[config.mk]
export PLATFORM = sky130hd
export DESIGN_NAME = led_matrix_animation_engine_unit
export DESIGN_NICKNAME = d
export VERILOG_FILES = /design/src/rtl/core/lmae_pkg.sv /design/src/rtl/core/led_matrix_animation_engine_unit.sv
export SDC_FILE = /design/constraint.sdc
export NUM_CORES = 1
export LEC_CHECK = 0
export BUFFER_PORTS_ARGS = -buffer_cell sky130_fd_sc_hd__clkbuf_2
export CAP_MARGIN = 10
export CORE_MARGIN = 8
export CORE_UTILIZATION = 45
export DETAILED_ROUTE_END_ITERATION = 16
export GPL_ROUTABILITY_DRIVEN = 0
export PLACE_DENSITY = 0.64
export SYNTH_ARGS = -nofsm -noshare
export SYNTH_HDL_FRONTEND = slang
export SYNTH_SLANG_ARGS = --single-unit
[constraint.sdc]
create_clock -name clk_i -period 5.35 [get_ports clk_i]
set_input_delay 1.07 -clock clk_i [delete_from_list [all_inputs] [get_ports clk_i]]
set_output_delay 1.07 -clock clk_i [all_outputs]
set_load 0.01 [all_outputs]
[src/rtl/core/lmae_pkg.sv]
// package for the led matrix animation engine: payload types, codes and pattern tables
`default_nettype none

package lmae_pkg;

  // action codes
  localparam logic [1:0] ActTick    = 2'd0;
  localparam logic [1:0] ActCommand = 2'd1;
  localparam logic [1:0] ActQuery   = 2'd2;
  localparam logic [1:0] ActStop    = 2'd3;

  // light mode codes
  localparam logic [7:0] ModeNone    = 8'd0;
  localparam logic [7:0] ModeText    = 8'd1;
  localparam logic [7:0] ModeFlash   = 8'd2;
  localparam logic [7:0] ModeRandom  = 8'd3;
  localparam logic [7:0] ModeRipple  = 8'd4;
  localparam logic [7:0] ModeSpiral  = 8'd5;
  localparam logic [7:0] ModeChecker = 8'd6;
  localparam logic [7:0] ModeStop    = 8'd254;

  localparam int unsigned NumPixels = 25;

  localparam logic [24:0] AllPixels  = 25'h1FFFFFF;
  localparam logic [24:0] EvenPixels = 25'h1555555;
  localparam logic [24:0] OddPixels  = 25'h0AAAAAA;

  // dwell times in ms
  localparam logic [9:0] DwellDefault = 10'd1000;
  localparam logic [9:0] DwellRandom  = 10'd100;
  localparam logic [9:0] DwellRipple  = 10'd400;
  localparam logic [9:0] DwellSpiral  = 10'd50;
  localparam logic [9:0] DwellReset   = 10'd100;

  // spiral and ripple index bounds where the walk turns around
  localparam logic [4:0] SpiralTop    = 5'd25;
  localparam logic [4:0] SpiralBottom = 5'd31;
  localparam logic [4:0] RippleTop    = 5'd3;
  localparam logic [4:0] RippleBottom = 5'd0;

  localparam logic [15:0] StopReport = {ModeStop, ModeStop};

  typedef struct packed {
    logic [1:0] action;
    logic [7:0] light_select;
    logic [7:0] audio_select;
    logic [4:0] random_pixel_a;
    logic [4:0] random_pixel_b;
    logic [4:0] random_pixel_c;
    logic [4:0] random_pixel_d;
  } lmae_in_t;

  typedef struct packed {
    logic        frame_valid;
    logic [24:0] frame_bits;
    logic [9:0]  dwell_ms;
    logic        report_valid;
    logic [15:0] report_word;
    logic        display_active;
  } lmae_out_t;

  // rings of the ripple, centre outward
  function automatic logic [24:0] ring_mask(input logic [1:0] ring);
    logic [24:0] m;
    case (ring)
      2'd0:    m = 25'h0000000;
      2'd1:    m = 25'h0001000;
      2'd2:    m = 25'h00729C0;
      default: m = 25'h1F8C63F;
    endcase
    return m;
  endfunction

  // one-hot pixel for a spiral position, zero beyond the last pixel
  function automatic logic [24:0] coil_bit(input logic [4:0] pos);
    logic [4:0] px;
    logic       hit;
    hit = 1'b1;
    case (pos)
      5'd0:  px = 5'd12;
      5'd1:  px = 5'd13;
      5'd2:  px = 5'd8;
      5'd3:  px = 5'd7;
      5'd4:  px = 5'd6;
      5'd5:  px = 5'd11;
      5'd6:  px = 5'd16;
      5'd7:  px = 5'd17;
      5'd8:  px = 5'd18;
      5'd9:  px = 5'd19;
      5'd10: px = 5'd14;
      5'd11: px = 5'd9;
      5'd12: px = 5'd4;
      5'd13: px = 5'd3;
      5'd14: px = 5'd2;
      5'd15: px = 5'd1;
      5'd16: px = 5'd0;
      5'd17: px = 5'd5;
      5'd18: px = 5'd10;
      5'd19: px = 5'd15;
      5'd20: px = 5'd20;
      5'd21: px = 5'd21;
      5'd22: px = 5'd22;
      5'd23: px = 5'd23;
      5'd24: px = 5'd24;
      default: begin
        px  = 5'd0;
        hit = 1'b0;
      end
    endcase
    return hit ? (25'd1 << px) : 25'd0;
  endfunction

  // one-hot pixel for a raw position, zero when off the matrix
  function automatic logic [24:0] pixel_bit(input logic [4:0] pos);
    return (pos < 5'(NumPixels)) ? (25'd1 << pos) : 25'd0;
  endfunction

  // index walk, wraps modulo 32
  function automatic logic [4:0] step_idx(input logic [4:0] pos, input logic down);
    return down ? (pos - 5'd1) : (pos + 5'd1);
  endfunction

endpackage

`default_nettype wire

[src/rtl/core/led_matrix_animation_engine_unit.sv]
// top level of the led matrix animation engine: event decode, animation state, result register
//
// usage
// - input channel (in_valid_i / in_ready_o / in_data_i) carries one event request:
//   frame tick, behaviour command, state query or button stop
// - output channel (out_valid_o / out_ready_i / out_data_o) returns exactly one result
//   request per event: frame bits, dwell time, report word and the loop-running flag
// - an accepted request lands in an input register; once the output register is free it is
//   evaluated by the pattern logic, the animation state updates and the result enters the
//   output register
// - throughput is one request per cycle while the receiver does not stall, set by the single
//   pass of pattern logic between the input register and the output register
// - while the receiver stalls, the held result stays stable and one more request
//   can still be taken into the input register; after that in_ready_o drops
// - reset (rst_ni low) empties both registers, stops the loop, clears the image,
//   sets modes to zero, the flash phase and paint flag to one and dwell to 100 ms
`default_nettype none

module led_matrix_animation_engine_unit (
  input  wire                 clk_i,
  input  wire                 rst_ni,
  input  wire                 in_valid_i,
  output logic                in_ready_o,
  input  lmae_pkg::lmae_in_t  in_data_i,
  output logic                out_valid_o,
  input  wire                 out_ready_i,
  output lmae_pkg::lmae_out_t out_data_o
);
  import lmae_pkg::*;

  // input stage
  logic     in_valid_q;
  lmae_in_t in_data_q;

  // output stage
  logic      out_valid_q;
  lmae_out_t out_data_q, out_data_d;

  // animation state
  logic [7:0]  light_mode_q, light_mode_d;
  logic [7:0]  audio_mode_q, audio_mode_d;
  logic        running_q, running_d;
  logic [24:0] image_q, image_d;
  logic        flash_phase_q, flash_phase_d;
  logic [4:0]  step_pos_q, step_pos_d;
  logic        step_down_q, step_down_d;
  logic        paint_on_q, paint_on_d;
  logic [9:0]  dwell_q, dwell_d;

  logic advance;
  logic in_accept;

  // the result register frees when empty or when its result is taken
  assign advance    = !out_valid_q || out_ready_i;
  assign in_ready_o = !in_valid_q || advance;
  assign in_accept  = in_valid_i && in_ready_o;

  // spiral and ripple walk intermediate values
  logic [4:0]  spiral_pos1;
  logic        spiral_turn;
  logic [24:0] spiral_bit;
  logic [4:0]  ripple_pos1;

  assign spiral_bit  = coil_bit(step_pos_q);
  assign spiral_pos1 = step_idx(step_pos_q, step_down_q);
  assign spiral_turn = (spiral_pos1 == SpiralTop) || (spiral_pos1 == SpiralBottom);
  assign ripple_pos1 = step_idx(step_pos_q, step_down_q);

  always_comb begin
    logic        fv;
    logic        rv;
    logic [15:0] word;
    light_mode_d  = light_mode_q;
    audio_mode_d  = audio_mode_q;
    running_d     = running_q;
    image_d       = image_q;
    flash_phase_d = flash_phase_q;
    step_pos_d    = step_pos_q;
    step_down_d   = step_down_q;
    paint_on_d    = paint_on_q;
    dwell_d       = dwell_q;
    fv            = 1'b0;
    rv            = 1'b0;
    word          = 16'd0;

    case (in_data_q.action)
      ActTick: begin
        if (running_q) begin
          case (light_mode_q)
            ModeStop: begin
              running_d = 1'b0;
            end
            ModeFlash: begin
              image_d       = flash_phase_q ? AllPixels : 25'd0;
              flash_phase_d = !flash_phase_q;
              fv            = 1'b1;
            end
            ModeRandom: begin
              image_d = flash_phase_q ?
                        (pixel_bit(in_data_q.random_pixel_a) |
                         pixel_bit(in_data_q.random_pixel_b) |
                         pixel_bit(in_data_q.random_pixel_c) |
                         pixel_bit(in_data_q.random_pixel_d)) : 25'd0;
              flash_phase_d = !flash_phase_q;
              fv            = 1'b1;
            end
            ModeRipple: begin
              image_d    = ring_mask(step_pos_q[1:0]);
              step_pos_d = ripple_pos1;
              if ((ripple_pos1 == RippleTop) || (ripple_pos1 == RippleBottom)) begin
                step_down_d = !step_down_q;
              end
              fv = 1'b1;
            end
            ModeSpiral: begin
              // paint or erase one pixel, turn around at either end of the spiral
              image_d    = paint_on_q ? (image_q | spiral_bit) : (image_q & ~spiral_bit);
              step_pos_d = spiral_pos1;
              if (spiral_turn) begin
                step_down_d = !step_down_q;
                step_pos_d  = step_idx(spiral_pos1, !step_down_q);
                paint_on_d  = !paint_on_q;
              end
              fv = 1'b1;
            end
            ModeChecker: begin
              // even and odd pixels alternate: the pattern is fully replaced
              image_d       = flash_phase_q ? EvenPixels : OddPixels;
              flash_phase_d = !flash_phase_q;
              fv            = 1'b1;
            end
            default: begin
              // text and unknown modes hold everything
            end
          endcase
        end
      end
      ActCommand: begin
        if ((in_data_q.light_select != ModeNone) &&
            (in_data_q.light_select != light_mode_q)) begin
          running_d = 1'b1;
          case (in_data_q.light_select)
            ModeRandom: begin
              dwell_d = DwellRandom;
            end
            ModeRipple: begin
              dwell_d     = DwellRipple;
              step_pos_d  = 5'd0;
              step_down_d = 1'b0;
            end
            ModeSpiral: begin
              dwell_d     = DwellSpiral;
              step_pos_d  = 5'd0;
              step_down_d = 1'b0;
              paint_on_d  = 1'b1;
            end
            default: begin
              dwell_d = DwellDefault;
            end
          endcase
        end
        image_d = 25'd0;
        if (in_data_q.audio_select != ModeNone) begin
          audio_mode_d = in_data_q.audio_select;
        end
        if (in_data_q.light_select != ModeNone) begin
          light_mode_d = in_data_q.light_select;
        end
      end
      ActQuery: begin
        rv   = 1'b1;
        word = {audio_mode_q, light_mode_q};
      end
      default: begin
        // button stop: both modes halt, loop flag untouched
        light_mode_d = ModeStop;
        audio_mode_d = ModeStop;
        rv           = 1'b1;
        word         = StopReport;
      end
    endcase

    out_data_d.frame_valid    = fv;
    out_data_d.frame_bits     = image_d;
    out_data_d.dwell_ms       = dwell_d;
    out_data_d.report_valid   = rv;
    out_data_d.report_word    = word;
    out_data_d.display_active = running_d;
  end

  // control and animation state
  always_ff @(posedge clk_i or negedge rst_ni) begin
    if (!rst_ni) begin
      in_valid_q    <= 1'b0;
      out_valid_q   <= 1'b0;
      light_mode_q  <= ModeNone;
      audio_mode_q  <= ModeNone;
      running_q     <= 1'b0;
      image_q       <= 25'd0;
      flash_phase_q <= 1'b1;
      step_pos_q    <= 5'd0;
      step_down_q   <= 1'b0;
      paint_on_q    <= 1'b1;
      dwell_q       <= DwellReset;
    end else begin
      if (in_ready_o) begin
        in_valid_q <= in_valid_i;
      end
      if (advance) begin
        out_valid_q <= in_valid_q;
      end
      if (advance && in_valid_q) begin
        light_mode_q  <= light_mode_d;
        audio_mode_q  <= audio_mode_d;
        running_q     <= running_d;
        image_q       <= image_d;
        flash_phase_q <= flash_phase_d;
        step_pos_q    <= step_pos_d;
        step_down_q   <= step_down_d;
        paint_on_q    <= paint_on_d;
        dwell_q       <= dwell_d;
      end
    end
  end

  // payload registers
  always_ff @(posedge clk_i) begin
    if (in_accept) begin
      in_data_q <= in_data_i;
    end
    if (advance && in_valid_q) begin
      out_data_q <= out_data_d;
    end
  end

  assign out_valid_o = out_valid_q;
  assign out_data_o  = out_data_q;

endmodule

`default_nettype wire

# ---- After elaboration in Yosys (flattened, before gate mapping)
# Index checks and enable logic that the tools add are counted.
dict set report word_totals {
  ff_bits 154
  in_bits 42
  wordCells 178
}
dict set report classes {
  add_sub_neg 4
  order_cmp 4
  eq_ne 52
  shift 5
  n_mux 50
  bitwise 7
  reduce_logical 32
}
# operator count
set op_table {}
lappend op_table {{$mux 25} 10}
lappend op_table {{$pmux 25 s5} 1}
lappend op_table {{$shl 1x5->25 const A} 5}
lappend op_table {{$pmux 5 s24} 1}
lappend op_table {{$or 25x25->25} 4}
lappend op_table {{$pmux 25 s3} 1}
lappend op_table {{$eq 5x5->1 const B} 11}
lappend op_table {{$pmux 25 s2} 1}
lappend op_table {{$eq 5x4->1 const B} 8}
lappend op_table {{$eq 8x3->1 const B} 5}
lappend op_table {{$pmux 16 s2} 1}
lappend op_table {{$pmux 8 s2} 2}
lappend op_table {{$mux 5} 6}
lappend op_table {{$pmux 10 s3} 1}
lappend op_table {{$and 25x25->25} 1}
lappend op_table {{$not 25->25} 1}
lappend op_table {{$reduce_or 25->1} 1}
lappend op_table {{$eq 8x2->1 const B} 3}
lappend op_table {{$eq 5x3->1 const B} 4}
lappend op_table {{$lt 5x5->1 const B} 4}
lappend op_table {{$mux 10} 2}
lappend op_table {{$pmux 5 s2} 2}
lappend op_table {{$mux 1} 16}
lappend op_table {{$mux 8} 2}
lappend op_table {{30 further kinds} 61}

# ---- Logic depth before layout (Yosys ltp)
# Gate-level depths: netlist (run 1).
dict set report depth {
  depth_word 10
  mapped_depth 12
  ltp_nobuf 9
}

# ---- Worst setup path after synthesis (run 1)
# OpenSTA, ideal clock, no wires.
dict set report synth_timing {
  kind {input-to-reg}
  startpoint {input port out_ready_i}
  endpoint {register dwell_q[5]}
  arrival_ns 3.895
  t_required_ns 5.273
  slack_ns 1.377
  cell_stages 8
  n_path_buf 2
  cell_sequence {nand2b_1 nand2_1 inv_1 clkbuf_1 and3_1 clkbuf_1 nor2_1 a31oi_1}
}
dict set report synth_between {
  elab_chain_cells 2
}
# element line_no
set synth_lines {}
lappend synth_lines {{from (decl)} led_matrix_animation_engine_unit.sv:26} ;# input wire out_ready_i,
lappend synth_lines {{$logic_or 1x1->1} led_matrix_animation_engine_unit.sv:54} ;# assign advance = !out_valid_q || out_ready_i;
lappend synth_lines {{$logic_and 1x1->1} led_matrix_animation_engine_unit.sv:212} ;# if (advance && in_valid_q) begin
lappend synth_lines {{to (signal assigned)} led_matrix_animation_engine_unit.sv:204} ;# dwell_q <= DwellReset;
lappend synth_lines {{to (signal assigned)} led_matrix_animation_engine_unit.sv:221} ;# dwell_q <= dwell_d;
lappend synth_lines {{to (decl)} led_matrix_animation_engine_unit.sv:48} ;# logic [9:0] dwell_q, dwell_d;
# Every way passes these cells.
# A chain may end at the register's enable or synchronous reset.

# ---- Worst setup path in the final report (run 1)
dict set report layout_timing {
  startpoint {register step_pos_q[0]}
  endpoint {register out_data_q, in the netlist out_data_o[37], data pin}
}
dict set report layout_between {
  elab_chain_cells 10
  elab_cells_between_ends 41
}
# element line_no
set layout_lines {}
lappend layout_lines {{from (decl)} led_matrix_animation_engine_unit.sv:45} ;# logic [4:0] step_pos_q, step_pos_d;
lappend layout_lines {{from (signal assigned)} led_matrix_animation_engine_unit.sv:218} ;# step_pos_q <= step_pos_d;
lappend layout_lines {{$eq 5x5->1 (tied with other cells)} lmae_pkg.sv:79} ;# case (pos)
lappend layout_lines {{$pmux 5 s24 or $reduce_or 25->1 (tied branches)} --}
lappend layout_lines {{$shl 1x5->25 or $mux 1 (tied branches)} {lmae_pkg.sv:110, lmae_pkg.sv:79}}
lappend layout_lines {{$mux 25} lmae_pkg.sv:110} ;# return hit ? (25'd1 << px) : 25'd0;
lappend layout_lines {{$not 25->25} led_matrix_animation_engine_unit.sv:117} ;# image_d = paint_on_q ? (image_q | spiral_bit) : (image_q & ~spiral_bit);
lappend layout_lines {{$and 25x25->25} led_matrix_animation_engine_unit.sv:117}
lappend layout_lines {{$mux 25} led_matrix_animation_engine_unit.sv:117}
lappend layout_lines {{$pmux 25 s5 (*)} led_matrix_animation_engine_unit.sv:89} ;# case (light_mode_q)
lappend layout_lines {{$mux 25 (*)} led_matrix_animation_engine_unit.sv:88} ;# if (running_q) begin
lappend layout_lines {{$pmux 25 s2 (*)} led_matrix_animation_engine_unit.sv:86} ;# case (in_data_q.action)
lappend layout_lines {{net image_d[9]} led_matrix_animation_engine_unit.sv:43} ;# logic [24:0] image_q, image_d;
lappend layout_lines {{to (signal assigned)} led_matrix_animation_engine_unit.sv:232} ;# out_data_q <= out_data_d;
lappend layout_lines {{to (decl)} led_matrix_animation_engine_unit.sv:37} ;# lmae_out_t out_data_q, out_data_d;
# Mark *: on every way through the listed nets, which the timed path passes. The rest lies on a longest branch.

==> impl_metrics.tcl, run 1 <==
set metrics [dict create \
    outcome "finished clean" \
    hold_viol_final 0 \
    num_vias 7916 \
    drive_gt1_share_pct 19.04 \
    cts_sinks 154 \
    endpoint "out_data_o[37]" \
    grt_use_met3_pct 4.936 \
    synth_area_leaders "edfxtp_1 31%, dfrtp_1 16%, nor2_1 4.3%, o21ai_0 3.8%, o22ai_1 3.5%" \
    path_class "flop to flop" \
    r2r_slack_ns 1.60 \
    cp-end-kind "flop" \
    synth_edf_count 92 \
    grt_usage_pct 21.10 \
    die-area_um2 24770 \
    synth_top_cell_by_area "edfxtp_1" \
    hold_class "flop to flop" \
    drt_first_pass_iters 7 \
    grt-busiest-layer "met2" \
    cts.clk_slew.worst_paths_ns 0.07 \
    post_cts_buffers 0 \
    crit_buf_inv 1 \
    worst_pin_slew_ns 1.241 \
    clkLatencyLatePin_ns 0.44 \
    cts_tree "yes" \
    avgSynthCellArea_um2 9.724 \
    die_y_um 157.4 \
    max_freq_mhz 266.8 \
    start_kind "flop" \
    async_flop_share_pct 40.26 \
    vdd_drop_max_uv 218.8 \
    ys_seq_area_share_pct 48.03 \
    yosys_register_bits 154 \
    root_buffer "clkbuf_16" \
    synthFlopType "edfxtp_1" \
    rsz0062_at_grt "false" \
    grt_pass1_vias 7408 \
    overflow 0 \
    worst_r2r_path_depth 8 \
    nets 1034 \
    ys_types 89 \
    ctsResizeCount 0 \
    critPathMaxFanout 22 \
    grt_max_degree 40 \
    syn2layout_area_growth_pct 13.17 \
    avgViaCountPerCell 6.263 \
    r2r_start "step_pos_q[0]" \
    antenna_found_initial 0 \
    layout_common_cells "102 x nor2_1, 97 x clkbuf_2, 92 x edfxtp_1, 68 x o21ai_0, 66 x nand2_1" \
    drt_iter0_markers 730 \
    slowest_delay_ns 0.71 \
    htreeDepth 4 \
    layout_commonest_cell "nor2_1" \
    clk_path_buf_depth 2 \
    max_cap_violations 0 \
    r2r-end "out_data_o[37]" \
    cts_made_buffers 17 \
    drc 0 \
    drtAntennaViolNets 0 \
    slew_headroom_pct 16.80 \
    netlist.area_leader.share_pct 30.71 \
    post-route-util_pct 52.13 \
    core_um2 19530 \
    finalCritPeriodShare_pct 70.06 \
    die_width_um 157.4 \
    power.density_nw_per_um2 289.5 \
    fin_crit_ns 3.748 \
    place_hpwl_um 18100 \
    finalSetupViolCount 0 \
    initial_core_util_pct 46.07 \
    fin_worst_skew_ns 0.009305 \
    num_io_pins 98 \
    stdcell_count 1264 \
    met1_usage_pct 28.74 \
    cp_cell_sequence "inv_1 > ha_1 > and2b_1 > a2111oi_0 > or3_1 > nor2_1 > a311o_1 > a32o_1" \
    critPathRequiredTime_ns 5.54 \
    cp_top_family "simple AND/OR/NAND/NOR gates" \
    grt_pass1_wl_um 40790 \
    ys_warn_count 0 \
    power.leakage_nw 3.773 \
    cp.depth 8 \
    cpMaxStageDelayCell "or3_1" \
    syn_area_um2 8995 \
    rows 51 \
    io_buffers 97 \
    finalSetupTns_ns 0 \
    postCtsHoldBufs 0 \
    post-place-cells 1231 \
    syn_nets 974 \
    synth_cells 925 \
    finalMaxSlewViolations 0 \
    arrival_ns 3.93 \
    use_met2_pct 32.02 \
    wl_um 25940 \
    wl_per_cell_um 20.52 \
    cp-startpoint "step_pos_q[0]" \
]
## how the worst min path moves through the flow
stage / from / to / slack, ns / cells past startpoint
after global placement: dwell_q[2] / dwell_q[2] / 0.45 / 2
final: dwell_q[2] / dwell_q[2] / 0.47 / 2
after detailed placement: audio_mode_q[0] / audio_mode_q[0] / 0.46 / 2
after floorplan: dwell_q[2] / dwell_q[2] / 0.44 / 2
after CTS: dwell_q[2] / dwell_q[2] / 0.48 / 2
after global routing: dwell_q[2] / dwell_q[2] / 0.50 / 2
## Yosys cell counts (all sizes together) (15+ instances only)
library cell	instances
nor2	102
a21oi	39
buf	29
nand3b	15
o21ai	77
dfrtp	57
nor3	29
nor4	15
o22ai	50
nand2	67
nand2b	19
clkbuf	35
edfxtp	92
nand3	23
## kinds of logic (layout without fill, tap and decap cells)
family                     Yosys count  in the layout  share of synthesized area, %
and+or+nand+nor                    356            356                         20.80
AOI/OAI and AO/OA                  289            289                         21.92
DFF                                154            154                         48.03
buffers and inverters               79            152                         3.895
muxes                               22             22                         2.629
xor gates and xnor gates            18             18                         1.753
adders and majority gates            7              7                        0.9737
other                                0              1                             0
## registers in the layout (all words and copies together), names as in the netlist
name,flops
step_pos_q,5
dwell_q,10
light_mode_q,8
step_down_q,1
in_data_q,38
running_q,1
out_valid_o,1
image_q,25
audio_mode_q,8
out_data_o,54
paint_on_q,1
flash_phase_q,1
in_valid_q,1
## layer usage
layer	vias up	part of all wire, %
met3	63	8.5
met5	-	0
met2	416	46
li1	3657	-
met4	0	2.6
met1	3780	43
## where the power goes
group	total [W]	internal [W]	switching, W
registers	0.00142	0.00135	0.0000739
clock network	0.00124	0.000714	0.000525
logic	0.000287	0.0000990	0.000188
## per-stage QoR
step | power, W | setup slack [ns] | area (um^2) | hold slack (ns)
floorplan | 0.001613 | 1.377 | 8995 | 0.4375
global placement | 0.001724 | 1.730 | 9578 | 0.4474
detailed placement | 0.001729 | 1.669 | 9578 | 0.4625
CTS | 0.002962 | 1.676 | 10180 | 0.4762
global route | 0.003055 | 1.366 | 10180 | 0.4975
finish | 0.002947 | 1.602 | 10180 | 0.4683
## tightest hold or removal path: cells and delay by family, from the launching register on
kind,cells,cell delay (ns)
simple gates,2,0.10
flops,1,0.37
## final cells by class
class                   count  area [um^2]
diodes                      1        2.502
clock buffers              19        442.9
clock inverters            13        156.4
fillers                  1856         9346
inverters                  15        56.30
multi-input cells         692         4324
flip-flops and latches    154         4320
well taps                 265        331.6
repair buffers            105        545.5
Note: power is estimated with default switching activity, not from simulation.
==> run 2: changes to the inputs <==
Settings changed: PLACE_DENSITY 0.64 to 0.66.
Clock period 5.35 ns to 3.2 ns, I/O delays scaled along.
==> impl_metrics.tcl, run 2 (synthesis results as in run 1) <==
set metrics [dict create \
    nets 1072 \
    sw_frac_of_total_pct 28.65 \
    r2r_slack_ns 0.20 \
    slowest_delay_ns 0.42 \
    layout_commonest_cell "nor2_1" \
    wl_per_cell_um 20.05 \
    multi_input_area_um2 4354 \
    clkLatencyLatePin_ns 0.44 \
    grt_usage_pct 21.36 \
    drive_gt1_share_pct 22.49 \
    n_fill_cell 1782 \
    seq_power_share_pct 48.6 \
    die_width_um 157.4 \
    finalMaxSlewViolations 0 \
    layout_common_cells "102 x nor2_1, 97 x clkbuf_2, 92 x edfxtp_1, 68 x o21ai_0, 66 x nand2_1" \
    r2r-end "out_data_o[34]" \
    vdd_drop_max_uv 355.1 \
    finalCritPeriodShare_pct 93.90 \
    max_freq_mhz 332.8 \
    hold_viol_final 0 \
    num_io_pins 98 \
    fin_worst_skew_ns 0.01153 \
    grt_pass1_vias 7545 \
    cp_common_cell "buf_4" \
    cp_cell_sequence "inv_1 > ha_1 > buf_4 > and3b_1 > a221o_1 > o2111a_1 > buf_4 > nand3_1 > mux2i_1 > o2111ai_1 > o211a_1" \
    die-area_um2 24770 \
    die_y_um 157.4 \
    hold_class "input pin to asynchronous set/reset pin" \
    pwr-share-comb_pct 10.0 \
    worst_r2r_path_depth 11 \
    antenna_cells 0 \
    clk_path_buf_depth 2 \
    setup_slack_ns 0.1953 \
    power.leakage_nw 3.983 \
    root_buffer "clkbuf_16" \
    place_hpwl_um 18590 \
    drc 0 \
    postCtsHoldBufs 0 \
    initial_core_util_pct 46.07 \
    cts_made_buffers 17 \
    p_int_w 0.003480 \
    cts_tree "yes" \
    finalSetupTns_ns 0 \
    r2r_start "step_pos_q[1]" \
    p_total_w 0.004877 \
    power.density_nw_per_um2 463.6 \
    arrival_ns 3.18 \
    antenna_found_initial 0 \
    grt_pass1_wl_um 41280 \
    pre_cts_ws_ns 0.2066 \
    max_cap_violations 0 \
    drt_first_pass_iters 8 \
    grt_max_degree 65 \
    drt_iter0_markers 911 \
    start_kind "flop" \
    drtAntennaViolNets 0 \
    rsz0062_at_grt "false" \
    overflow 0 \
    cpMaxStageDelayCell "dfrtp_1" \
    fin_crit_ns 3.005 \
    largest_reg_flops 54 \
    critPathRequiredTime_ns 3.38 \
    wl_um 26090 \
    htreeDepth 4 \
    cp-end-kind "flop" \
    slew_headroom_pct 48.34 \
    seq_area_um2 4320 \
    cts_sinks 154 \
    p_sw_w 0.001397 \
    cts.clk_slew.worst_paths_ns 0.08 \
    avgViaCountPerCell 6.187 \
    syn2layout_area_growth_pct 16.97 \
    finalSetupViolCount 0 \
    rows 51 \
    outcome "finished clean" \
    num_vias 8049 \
    core_um2 19530 \
    power_frac_clock_pct 41.3 \
    io_buffers 97 \
    critPathMaxFanout 7 \
    path_class "flop to flop" \
    worst_pin_slew_ns 0.7749 \
]
[run 2: changes by cell type in the layout (fill, tap and decap cells not counted), moves of 2 or more]
cell       before  now
buf_4           8   43
bufinv_16       2    0
inv_6           6    4
inv_8           2    6
buf_12          0    3
clkinv_8        0    3
[run 2: through the flow]
step | std cells | utilization [%] | area, um^2 | hold slack, ns
floorplan | 925 | - | 8996 | 0.3444
global placement | 1269 | 50.70 | 9901 | 0.4469
detailed placement | 1269 | 50.70 | 9901 | 0.4628
CTS | 1301 | 53.73 | 10490 | 0.2941
global route | 1301 | 53.88 | 10520 | 0.3257
finish | 1301 | 53.88 | 10520 | 0.2678
[run 2: layer usage]
| layer | track usage (%) | share of wire (%) |
|---|---|---|
| met1 | 28.44 | 44 |
| met5 | 0 | 0 |
| met3 | 5.703 | 8.7 |
| met2 | 32.43 | 44 |
| met4 | 8.613 | 3.3 |
[run 2: power groups by stage]
stage | combinational [W] | sequential, W | clock [W]
after global routing | 0.000539 | 0.00239 | 0.00213
after CTS | 0.000490 | 0.00237 | 0.00205
after floorplan | 0.000320 | 0.00237 | 0
final | 0.000490 | 0.00237 | 0.00202
after global placement | 0.000486 | 0.00241 | 0
after detailed placement | 0.000488 | 0.00241 | 0
[run 2: cell type report]
class / instances / share of cell area, %
Clock buffer: 17 / 4.043
Timing Repair Buffer: 143 / 8.253
Sequential cell: 154 / 41.06
Tap cell: 265 / 3.151
Clock inverter: 15 / 1.570
Inverter: 15 / 0.5351
Multi-Input combinational cell: 692 / 41.38
[run 2: worst max-delay path by stage]
stage / endpoint / cells past startpoint / startpoint
4_1_cts: out_data_o[36] / 9 / step_pos_q[1]
2_1_floorplan: out_data_o[37] / 11 / step_pos_q[1]
6_report: out_data_o[34] / 11 / step_pos_q[1]
3_3_place_gp: out_data_o[42] / 9 / step_pos_q[0]
3_5_place_dp: out_data_o[42] / 9 / step_pos_q[0]
5_1_grt: out_data_o[40] / 9 / step_pos_q[1]
[run 2: timing repair]
| action | in CTS | in global routing |
|---|---|---|
| setup endpoints to repair | 0 | 10 |
| resized for setup | 0 | 6 |
| setup buffers | 0 | 0 |
[run 2: critical path: cells and delay by family, from the launching register on]
family,cells,cell delay [ns]
multiplexers,1,0.22
flip-flops,1,0.42
adder cells (fa/ha/maj),1,0.33
AO/OA/AOI/OAI,4,0.88
buffers and inverters,3,0.53
AND/OR/NAND/NOR,2,0.37
==> run 3: changes to the inputs <==
Settings changed: PLACE_DENSITY 0.66 to 0.65.
==> impl_metrics.tcl, run 3 (synthesis results as in run 1) <==
set metrics [dict create \
    r2r_start "step_pos_q[1]" \
    grt_max_degree 63 \
    start_kind "flop" \
    cts_made_buffers 17 \
    drtAntennaViolNets 0 \
    seq_power_share_pct 49.0 \
    wl_um 26560 \
    finalMaxSlewViolations 0 \
    post-place-cells 1273 \
    power_frac_clock_pct 40.9 \
    worst_pin_slew_ns 0.9039 \
    num_io_pins 98 \
    antenna_found_initial 0 \
    path_class "flop to flop" \
    wl_met1_um 11110 \
    die_width_um 157.4 \
    postCtsHoldBufs 0 \
    die-area_um2 24770 \
    syn2layout_area_growth_pct 16.89 \
    fin_crit_ns 3.107 \
    layout_common_cells "102 x nor2_1, 97 x clkbuf_2, 92 x edfxtp_1, 68 x o21ai_0, 66 x nand2_1" \
    htreeDepth 4 \
    ctsResizeCount 0 \
    p_sw_w 0.001383 \
    power.density_nw_per_um2 460.8 \
    hold_viol_final 0 \
    finalSetupViolCount 0 \
    post_cts_buffers 0 \
    r2r_slack_ns 0.09 \
    grt_pass1_wl_um 41790 \
    p_int_w 0.003462 \
    grt_usage_pct 21.48 \
    wl_met3_um 2466 \
    power.leakage_nw 3.981 \
    drive_gt1_share_pct 22.88 \
    slew_headroom_pct 39.74 \
    largest_reg_flops 54 \
    place_hpwl_um 18570 \
    core_um2 19530 \
    num_vias 8115 \
    stdcell_count 1305 \
    root_buffer "clkbuf_16" \
    rows 51 \
    initial_core_util_pct 46.07 \
    hold_class "input pin to flop" \
    finalCritPeriodShare_pct 97.09 \
    fin_worst_skew_ns 0.01265 \
    critPathMaxFanout 10 \
    pwr-share-comb_pct 10.1 \
    max_cap_violations 0 \
    drc 0 \
    clkLatencyLatePin_ns 0.44 \
    rsz0062_at_grt "true" \
    vdd_drop_max_uv 369.7 \
    overflow 0 \
    max_freq_mhz 321.9 \
    arrival_ns 3.43 \
    placed_cell_area_um2 9906 \
    cts_tree "yes" \
    cp-end-kind "flop" \
    highest_layer "met4" \
    die_y_um 157.4 \
    io_buffers 97 \
    cts.clk_slew.worst_paths_ns 0.07 \
    clk_path_buf_depth 2 \
    sw_frac_of_total_pct 28.55 \
    fin_area_um2 10510 \
    antenna_cells 0 \
    layout_commonest_cell "nor2_1" \
    cts_sinks 154 \
    avgViaCountPerCell 6.218 \
    critPathRequiredTime_ns 3.52 \
    cp-startpoint "step_pos_q[1]" \
    hold_start "in_data_i[23]" \
    grt_pass1_vias 7631 \
    outcome "finished clean" \
    wl_per_cell_um 20.35 \
    drt_iter0_markers 795 \
    nets 1076 \
    met2_length_um 12200 \
    drt_first_pass_iters 7 \
]
-- run 3: worst paths after layout --
path,end,depth (start not counted)
setup / recovery,image_q[19],10
hold / removal,in_data_q[23],1
setup reg to reg,image_q[19],10
hold reg to reg,dwell_q[2],2
max in group asynchronous,image_q[12],2
min in group asynchronous,dwell_q[7],2
-- run 3: layout make-up --
type / instances / area, um^2
inverters: 15 / 56.30
flip-flops and latches: 154 / 4320
repair buffers: 147 / 873.3
fillers: 1781 / 9012
clock buffers: 17 / 425.4
well taps: 265 / 331.6
multi-input cells: 692 / 4355
clock inverters: 15 / 151.4
-- run 3: per-stage QoR --
step	hold slack [ns]	setup WS, ns	util [%]	total power (W)	TNS, ns
floorplan	0.3444	0.4079	-	0.002694	0
global placement	0.4467	0.09420	50.73	0.002888	0
detailed placement	0.4522	0.03245	50.73	0.002896	0
CTS	0.3606	0.004176	53.68	0.004874	0
global route	0.3532	-0.007395	53.84	0.005029	-0.01074
finish	0.3738	0.09320	53.84	0.004845	0
-- run 3: metal layers --
layer,global-route usage [%],vias up
met5,0,-
met1,28.57,3831
li1,-,3740
met4,8.386,0
met2,32.93,463
met3,5.511,81
-- run 3: power by group through the flow --
stage               combinational, W  clock (W)  sequential, W
finish                      0.000489    0.00198        0.00237
global route                0.000536    0.00210        0.00239
CTS                         0.000489    0.00202        0.00237
detailed placement          0.000485          0        0.00241
global placement            0.000480          0        0.00241
floorplan                   0.000320          0        0.00237
-- run 3: worst max-delay path, stage by stage (launching register included) --
cell	delay, ns
dfrtp_1	0.48
inv_1	0.18
ha_1	0.26
buf_4	0.19
and3b_1	0.21
a221o_1	0.31
a21boi_1	0.46
nor2_1	0.14
a31o_2	0.26
a31o_2	0.23
mux2_2	0.25
